<file path="src/assert_macros.svh">
// assertion macros shared by the walker rtl
`ifndef ASSERT_MACROS_SVH
`define ASSERT_MACROS_SVH
`ifndef NO_ASSERTIONS
// same-cycle implication
`define ASSERT_IMPLY(lbl, clk, rst, ante, cons) \
   lbl: assert property (@(posedge clk) disable iff (rst) (ante) |-> (cons)) \
      else $error("same-cycle implication failed");
// next-cycle implication
`define ASSERT_NEXT(lbl, clk, rst, ante, cons) \
   lbl: assert property (@(posedge clk) disable iff (rst) (ante) |=> (cons)) \
      else $error("next-cycle implication failed");
`else
`define ASSERT_IMPLY(lbl, clk, rst, ante, cons)
`define ASSERT_NEXT(lbl, clk, rst, ante, cons)
`endif
`endif

</file>
<file path="src/fltw_pkg.sv">
// types, constants and helpers of the four-level page table walker
package fltw_pkg;

   // table memory depth, a power of two
   localparam int MEM_WORDS = 4096;
   localparam int ADDR_W    = $clog2(MEM_WORDS);
   localparam int ENTRY_W   = 64;
   localparam int PA_W      = 52;
   localparam int VA_W      = 48;
   localparam int IDX_W     = 9;
   localparam int WIDX_W    = 12;

   localparam int PRESENT_POS = 0;
   localparam int LARGE_BIT   = 7;

   localparam logic KIND_WRITE = 1'b0;
   localparam logic KIND_XLATE = 1'b1;

   localparam logic [1:0] PAGE_4K = 2'd0;
   localparam logic [1:0] PAGE_2M = 2'd1;
   localparam logic [1:0] PAGE_1G = 2'd2;

   typedef enum logic [2:0] {
      WALK_IDLE,
      WALK_L4,
      WALK_L3,
      WALK_L2,
      WALK_L1
   } walk_state_type;

   typedef struct packed {
      logic                wr_en;
      logic [ADDR_W-1:0]   wr_addr;
      logic [ENTRY_W-1:0]  wr_data;
      logic                rd_en;
      logic [ADDR_W-1:0]   rd_addr;
   } mem_req_type;

   typedef struct packed {
      logic              valid;
      logic              mapped;
      logic [PA_W-1:0]   physical_address;
      logic [1:0]        page_size;
   } rsp_type;

   // memory word of table entry idx in the table at base (low 12 bits of base dropped)
   function automatic logic [ADDR_W-1:0] table_word(input logic [PA_W-1:0] base,
                                                     input logic [IDX_W-1:0] idx);
      logic [PA_W-12+IDX_W-1:0] word;
      word = {base[PA_W-1:12], idx};
      return word[ADDR_W-1:0];
   endfunction

   // write index folded onto the memory depth
   function automatic logic [ADDR_W-1:0] write_word(input logic [WIDX_W-1:0] widx);
      logic [ADDR_W+WIDX_W-1:0] ext;
      ext = {{ADDR_W{1'b0}}, widx};
      return ext[ADDR_W-1:0];
   endfunction

endpackage

</file>
<file path="src/fltw_walk.sv">
// walk sequencer: issues table writes, issues table reads level by level and forms the result
module fltw_walk (
   input  logic                           clock,
   input  logic                           reset,
   input  logic                           start,
   output logic                           busy,
   input  logic                           req_kind,
   input  logic [fltw_pkg::WIDX_W-1:0]    req_word_index,
   input  logic [fltw_pkg::ENTRY_W-1:0]   req_word_data,
   input  logic [fltw_pkg::VA_W-1:0]      req_virtual_address,
   input  logic [fltw_pkg::PA_W-1:0]      table_root,
   output fltw_pkg::mem_req_type          mem_req,
   input  logic [fltw_pkg::ENTRY_W-1:0]   mem_rd_data,
   output fltw_pkg::rsp_type              rsp
);

   fltw_pkg::walk_state_type state_ff, state_in;
   logic [fltw_pkg::VA_W-1:0] va_ff, va_in;
   fltw_pkg::rsp_type         rsp_ff, rsp_in;

   logic                      accept;
   logic                      present;
   logic                      big_page;
   logic [fltw_pkg::PA_W-1:0] entry_base;

   assign busy       = (state_ff != fltw_pkg::WALK_IDLE);
   assign accept     = start && !busy;
   assign present    = mem_rd_data[fltw_pkg::PRESENT_POS];
   assign big_page   = mem_rd_data[fltw_pkg::LARGE_BIT];
   assign entry_base = mem_rd_data[fltw_pkg::PA_W-1:0];

   // next state
   always_comb begin
      state_in = state_ff;
      unique case (state_ff)
         fltw_pkg::WALK_IDLE: begin
            if (accept && req_kind == fltw_pkg::KIND_XLATE) begin
               state_in = fltw_pkg::WALK_L4;
            end
         end
         fltw_pkg::WALK_L4: begin
            state_in = present ? fltw_pkg::WALK_L3 : fltw_pkg::WALK_IDLE;
         end
         fltw_pkg::WALK_L3: begin
            state_in = (present && !big_page) ? fltw_pkg::WALK_L2 : fltw_pkg::WALK_IDLE;
         end
         fltw_pkg::WALK_L2: begin
            state_in = (present && !big_page) ? fltw_pkg::WALK_L1 : fltw_pkg::WALK_IDLE;
         end
         fltw_pkg::WALK_L1: begin
            state_in = fltw_pkg::WALK_IDLE;
         end
         default: begin
            state_in = fltw_pkg::WALK_IDLE;
         end
      endcase
   end

   // memory requests and result
   always_comb begin
      mem_req.wr_en   = 1'b0;
      mem_req.wr_addr = fltw_pkg::write_word(req_word_index);
      mem_req.wr_data = req_word_data;
      mem_req.rd_en   = 1'b0;
      mem_req.rd_addr = fltw_pkg::table_word(entry_base, va_ff[38:30]);
      va_in           = va_ff;
      rsp_in          = '0;
      unique case (state_ff)
         fltw_pkg::WALK_IDLE: begin
            if (accept) begin
               if (req_kind == fltw_pkg::KIND_WRITE) begin
                  mem_req.wr_en = 1'b1;
               end else begin
                  mem_req.rd_en   = 1'b1;
                  mem_req.rd_addr = fltw_pkg::table_word(table_root,
                                                         req_virtual_address[47:39]);
                  va_in           = req_virtual_address;
               end
            end
         end
         fltw_pkg::WALK_L4: begin
            if (present) begin
               mem_req.rd_en = 1'b1;
            end else begin
               rsp_in.valid = 1'b1;
            end
         end
         fltw_pkg::WALK_L3: begin
            if (!present) begin
               rsp_in.valid = 1'b1;
            end else if (big_page) begin
               // 1 GiB base keeps entry bits 51:31, bit 30 stays clear
               rsp_in.valid            = 1'b1;
               rsp_in.mapped           = 1'b1;
               rsp_in.physical_address = {mem_rd_data[51:31], 1'b0, va_ff[29:0]};
               rsp_in.page_size        = fltw_pkg::PAGE_1G;
            end else begin
               mem_req.rd_en   = 1'b1;
               mem_req.rd_addr = fltw_pkg::table_word(entry_base, va_ff[29:21]);
            end
         end
         fltw_pkg::WALK_L2: begin
            if (!present) begin
               rsp_in.valid = 1'b1;
            end else if (big_page) begin
               rsp_in.valid            = 1'b1;
               rsp_in.mapped           = 1'b1;
               rsp_in.physical_address = {mem_rd_data[51:21], va_ff[20:0]};
               rsp_in.page_size        = fltw_pkg::PAGE_2M;
            end else begin
               mem_req.rd_en   = 1'b1;
               mem_req.rd_addr = fltw_pkg::table_word(entry_base, va_ff[20:12]);
            end
         end
         fltw_pkg::WALK_L1: begin
            rsp_in.valid = 1'b1;
            if (present) begin
               rsp_in.mapped           = 1'b1;
               rsp_in.physical_address = {mem_rd_data[51:12], va_ff[11:0]};
               rsp_in.page_size        = fltw_pkg::PAGE_4K;
            end
         end
         default: begin
         end
      endcase
   end

   always_ff @(posedge clock) begin
      if (reset) begin
         state_ff <= fltw_pkg::WALK_IDLE;
         rsp_ff   <= '0;
      end else begin
         state_ff <= state_in;
         rsp_ff   <= rsp_in;
      end
   end

   always_ff @(posedge clock) begin
      va_ff <= va_in;
   end

   assign rsp = rsp_ff;

endmodule

</file>
<file path="config.mk">
export PLATFORM = sky130hd
export DESIGN_NAME = fltw_walk
export DESIGN_NICKNAME = d
export VERILOG_FILES = /design/src/assert_macros.svh /design/src/fltw_pkg.sv /design/src/fltw_walk.sv
export SDC_FILE = /design/constraint.sdc
export NUM_CORES = 1
export LEC_CHECK = 0
export BUFFER_PORTS_ARGS = -buffer_cell sky130_fd_sc_hd__buf_2
export CAP_MARGIN = 15
export CORE_AREA = 2 2 153 155
export CTS_CLUSTER_SIZE = 25
export DETAILED_ROUTE_END_ITERATION = 16
export DIE_AREA = 0 0 155 157
export SKIP_CTS_REPAIR_TIMING = 1
export SYNTH_ARGS = -nofsm -noshare
export SYNTH_HDL_FRONTEND = slang
export SYNTH_SLANG_ARGS = --single-unit
</file>
<file path="constraint.sdc">
create_clock -name clock -period 2.51 [get_ports clock]
set_input_delay 0.3765 -clock clock [delete_from_list [all_inputs] [get_ports clock]]
set_output_delay 0.3765 -clock clock [all_outputs]
set_load 0.1 [all_outputs]
</file>
# Word-level counts from Yosys, hierarchy flattened
# Index checks and enable logic that the tools add are counted.
# W data, S select, Z words.
[totals]
input_bits = 244
out_inout_bits = 147
wordCells = 46
register_bits = 98
[classes]
mux = 27
reduce_logical = 8
n_eq_ne = 5
[ops]
columns = ["op", "count"]
rows = [
  ["$mux W55", 3],
  ["$pmux W55 S3", 1],
  ["$mux W56", 2],
  ["$mux W13", 6],
  ["$pmux W12 S3", 1],
  ["$pmux W3 S4", 1],
  ["$pmux W1 S4", 2],
  ["$mux W1", 7],
  ["$eq A3 B2 Y1 const B", 2],
  ["$mux W3", 2],
  ["$mux W2", 2],
  ["$eq A3 B1 Y1 const B", 1],
  ["$eq A3 B3 Y1 const B", 1],
  ["$logic_and A1 B1 Y1", 3],
  ["$logic_not A3 Y1", 1],
  ["$reduce_and A3 Y1", 1],
  ["$reduce_bool A3 Y1", 1],
  ["$logic_not A1 Y1", 2],
  ["$ne A2 B2 Y1 const B", 1],
]

# Depth between registers and ports, before layout
[logic_depth]
depth_word = 6
depth_mapped = 6
depth_no_buf = 4

# Worst setup path after synthesis
# No wires, ideal clock.
[synth_timing]
path_kind = "flip-flop to output port"
from = "reg state_ff[0]"
to = "out mem_req[89] (netlist bit)"
arrival_time_ps = 3476
setup_slack_ps = -1343
path_stages_with_launch = 5
t_required_ps = 2134
path_cell_list = "dfxtp_1 buf_2 nor3_1 inv_1 nor3b_1"
[synth_lines]
columns = ["element", "line_no", "source"]
rows = [
  ["start: declaration", "fltw_walk.sv:17", "fltw_pkg::walk_state_type state_ff, state_in;"],
  ["start signal: assignment", "fltw_walk.sv:130", "state_ff <= fltw_pkg::WALK_IDLE;"],
  ["start signal: assignment", "fltw_walk.sv:133", "state_ff <= state_in;"],
  ["end: declaration", "fltw_walk.sv:12", "output fltw_pkg::mem_req_type mem_req,"],
]

==> impl_metrics.json <==
{
  "p_per_area_mw_per_mm2": 697.8,
  "cts_tree": "built",
  "antenna_left": 0,
  "antenna_found_initial": 0,
  "synth_edf_count": 39,
  "hp-class": "primary input to flop",
  "final_common_cell": "buf_2",
  "port_buffers": 167,
  "yosysSeqAreaShare_pct": 60.16,
  "ios": 391,
  "die-area_mm2": 0.02434,
  "cp.depth": 5,
  "drcViolationCount": 0,
  "reg2reg_slack_ps": 500,
  "final_nets": 672,
  "grt_max_degree": 34,
  "dpl.hpwl_um": 8008,
  "fin_cells": 718,
  "ys_async_sr_fraction_pct": 0,
  "p_leak_nw": 2.150,
  "synth-main-ff-cell": "dfxtp_1",
  "syn_to_final_growth_pct": 30.14,
  "crit_arrival_ps": 2030,
  "routabilityCongestion": 0.7056,
  "period_needed_ps": 2405,
  "numCtsBuffers": 9,
  "multiInputGateArea_um2": 962.2,
  "postRouteWirelength_um": 11130,
  "place_inst": 702,
  "reg2reg_depth": 4,
  "crit_start": "state_ff[1]$_SDFFE_PP0P_",
  "fillCellCount": 2402,
  "setup_viol": 0,
  "synth_warnings": 0,
  "syn_nets": 573,
  "totalPowerFinal_w": 0.003551,
  "clk_latency_ps": 350,
  "synth_cell_types": 31,
  "endpoint_kind": "primary output",
  "start_util_pct": 17.38,
  "whs_ps": 196.8,
  "critPathCapture": "mem_req[11]",
  "crit_buf_inv": 3,
  "setup_tns_ps": 0,
  "slew_viol_final": 0,
  "ys_seq_elements": 98,
  "grt_pass1_vias": 2673,
  "worst_path_largest_cell_delay_ps": 370,
  "htreeDepth": 3,
  "hold_depth": 1,
  "hp-start": "req_virtual_address[11]",
  "finalClockSkew_ps": 9.049,
  "die_w_um": 155,
  "crit_required_ps": 2130,
  "syn_area_mm2": 0.003910,
  "cp-start-kind": "flop",
  "irDropWorstVdd_v": 0.0002685,
  "syn_avg_cell_area_um2": 11.88,
  "reg2reg_to": "rsp[35]$_SDFF_PP0_",
  "drt-vias-per-instance": 3.659,
  "timing.fmax_mhz": 415.8,
  "row_count": 55,
  "maxCapViolCount": 0,
  "cpMaxStageDelayCell": "dfxtp_2",
  "seq_area_mm2": 0.002354,
  "run_status": "completed",
  "r2r-start": "state_ff[2]$_SDFFE_PP0P_",
  "critical_path_class": "flop to primary output",
  "final.period_utilization_pct": 95.81,
  "root_buffer": "clkbuf_16",
  "grt_usage_pct": 9.047,
  "vias": 2627,
  "drt_iter0_drc": 166,
  "syn_inst": 329,
  "final_cell_mix": "153 x buf_2, 58 x dfxtp_1, 39 x edfxtp_1, 32 x nor2_1, 32 x and2_1",
  "die_y_um": 157,
  "crit_family": "buffers and inverters",
  "diodes": 0,
  "cts_buffer_depth": 2,
  "tightestPinTransition_ps": 1067,
  "drive_gt1_share_pct": 48.73,
  "core_area_mm2": 0.02250,
  "grt_pass1_wl_um": 15960,
  "slew_headroom_pct": 28.48,
  "crit_chain": "buf_4, nor4_4, buf_12, mux2_2, buf_2",
  "path_max_fanout": 27,
  "cts.reportedPaths.clkPinSlew_ps": 70,
  "wl_per_cell_um": 15.51,
  "cts.sinks": 98,
  "rsz0062_at_grt": "false",
  "gr-total-overflow": 0,
  "hold_viol": 0,
  "drt_first_pass_iters": 4
}
-- worst reg2reg max path: cells and delay by family, from the launching register on --
kind	cells	cell delay [ps]
AND/OR/NAND/NOR	2	740
AO/OA/AOI/OAI	1	530
flip-flops	1	460
buffers and inverters	1	210
-- synthesized netlist by cell type (3+ instances only) --
cell | instances | area share, %
mux2i_1 | 10 | 2.6
a22oi_1 | 18 | 3.5
and3_1 | 3 | 0.48
nor3b_1 | 5 | 0.96
mux2_2 | 3 | 0.86
a21oi_1 | 5 | 0.64
edfxtp_1 | 39 | 30
dfxtp_1 | 59 | 30
buf_2 | 9 | 1.2
nand2_1 | 4 | 0.38
and2_1 | 32 | 5.1
a21o_1 | 3 | 0.58
buf_4 | 76 | 15
nor2_1 | 32 | 3.1
a221o_1 | 9 | 2.3
clkbuf_1 | 4 | 0.38
-- per-layer routing --
| layer | track usage, % | vias to the layer above | routed length, um |
|---|---|---|---|
| met1 | 10.32 | 1218 | 4462 |
| met5 | 0 | - | 0 |
| li1 | - | 1249 | - |
| met4 | 4.938 | 0 | 342 |
| met2 | 14.94 | 127 | 5547 |
| met3 | 3.084 | 33 | 782 |
-- per-stage QoR --
stage	setup WS [ps]	cell area [um^2]	util, %
final	105.3	5089	22.61
after global routing	2.419	5089	22.61
after CTS	-50.85	5080	22.57
after detailed placement	336.9	4805	21.35
after global placement	343.7	4805	21.35
after floorplan	21.43	3934	-
-- kinds of logic after synthesis --
kind of cell	after synthesis	share of synthesized area (%)
buffers and inverters	91	16.32
DFF	98	60.16
muxes	13	3.424
AOI/OAI and AO/OA	39	7.776
and+or+nand+nor	88	12.32
-- area by class of cell --
class / instances / area share, %
clock inverters: 6 / 0.9098
well taps: 285 / 7.008
repair buffers: 177 / 22.28
flip-flops and latches: 98 / 46.25
inverters: 2 / 0.1475
multi-input cells: 140 / 18.91
clock buffers: 10 / 4.500
-- worst min path at each step --
stage                     endpoint  slack (ps)
3_5_place_dp     rsp[2]$_SDFF_PP0_         430
4_1_cts         va_ff[6]$_DFFE_PP_         180
5_1_grt         va_ff[6]$_DFFE_PP_         180
6_report       va_ff[11]$_DFFE_PP_         200
3_3_place_gp     rsp[3]$_SDFF_PP0_         420
2_1_floorplan   rsp[10]$_SDFF_PP0_         420
-- registers in the layout, indices dropped and copies added, names as in the netlist --
name	cells
rsp	56
state_ff	3
va_ff	39
-- report_power, final --
part	switching, W	internal, W	total [W]	leakage (nW)
Combinational	0.000311	0.000194	0.000506	1.17
Sequential	0.0000136	0.00169	0.00171	0.839
Clock	0.000653	0.000686	0.00134	0.136
Note: power is estimated with default switching activity, not from simulation.
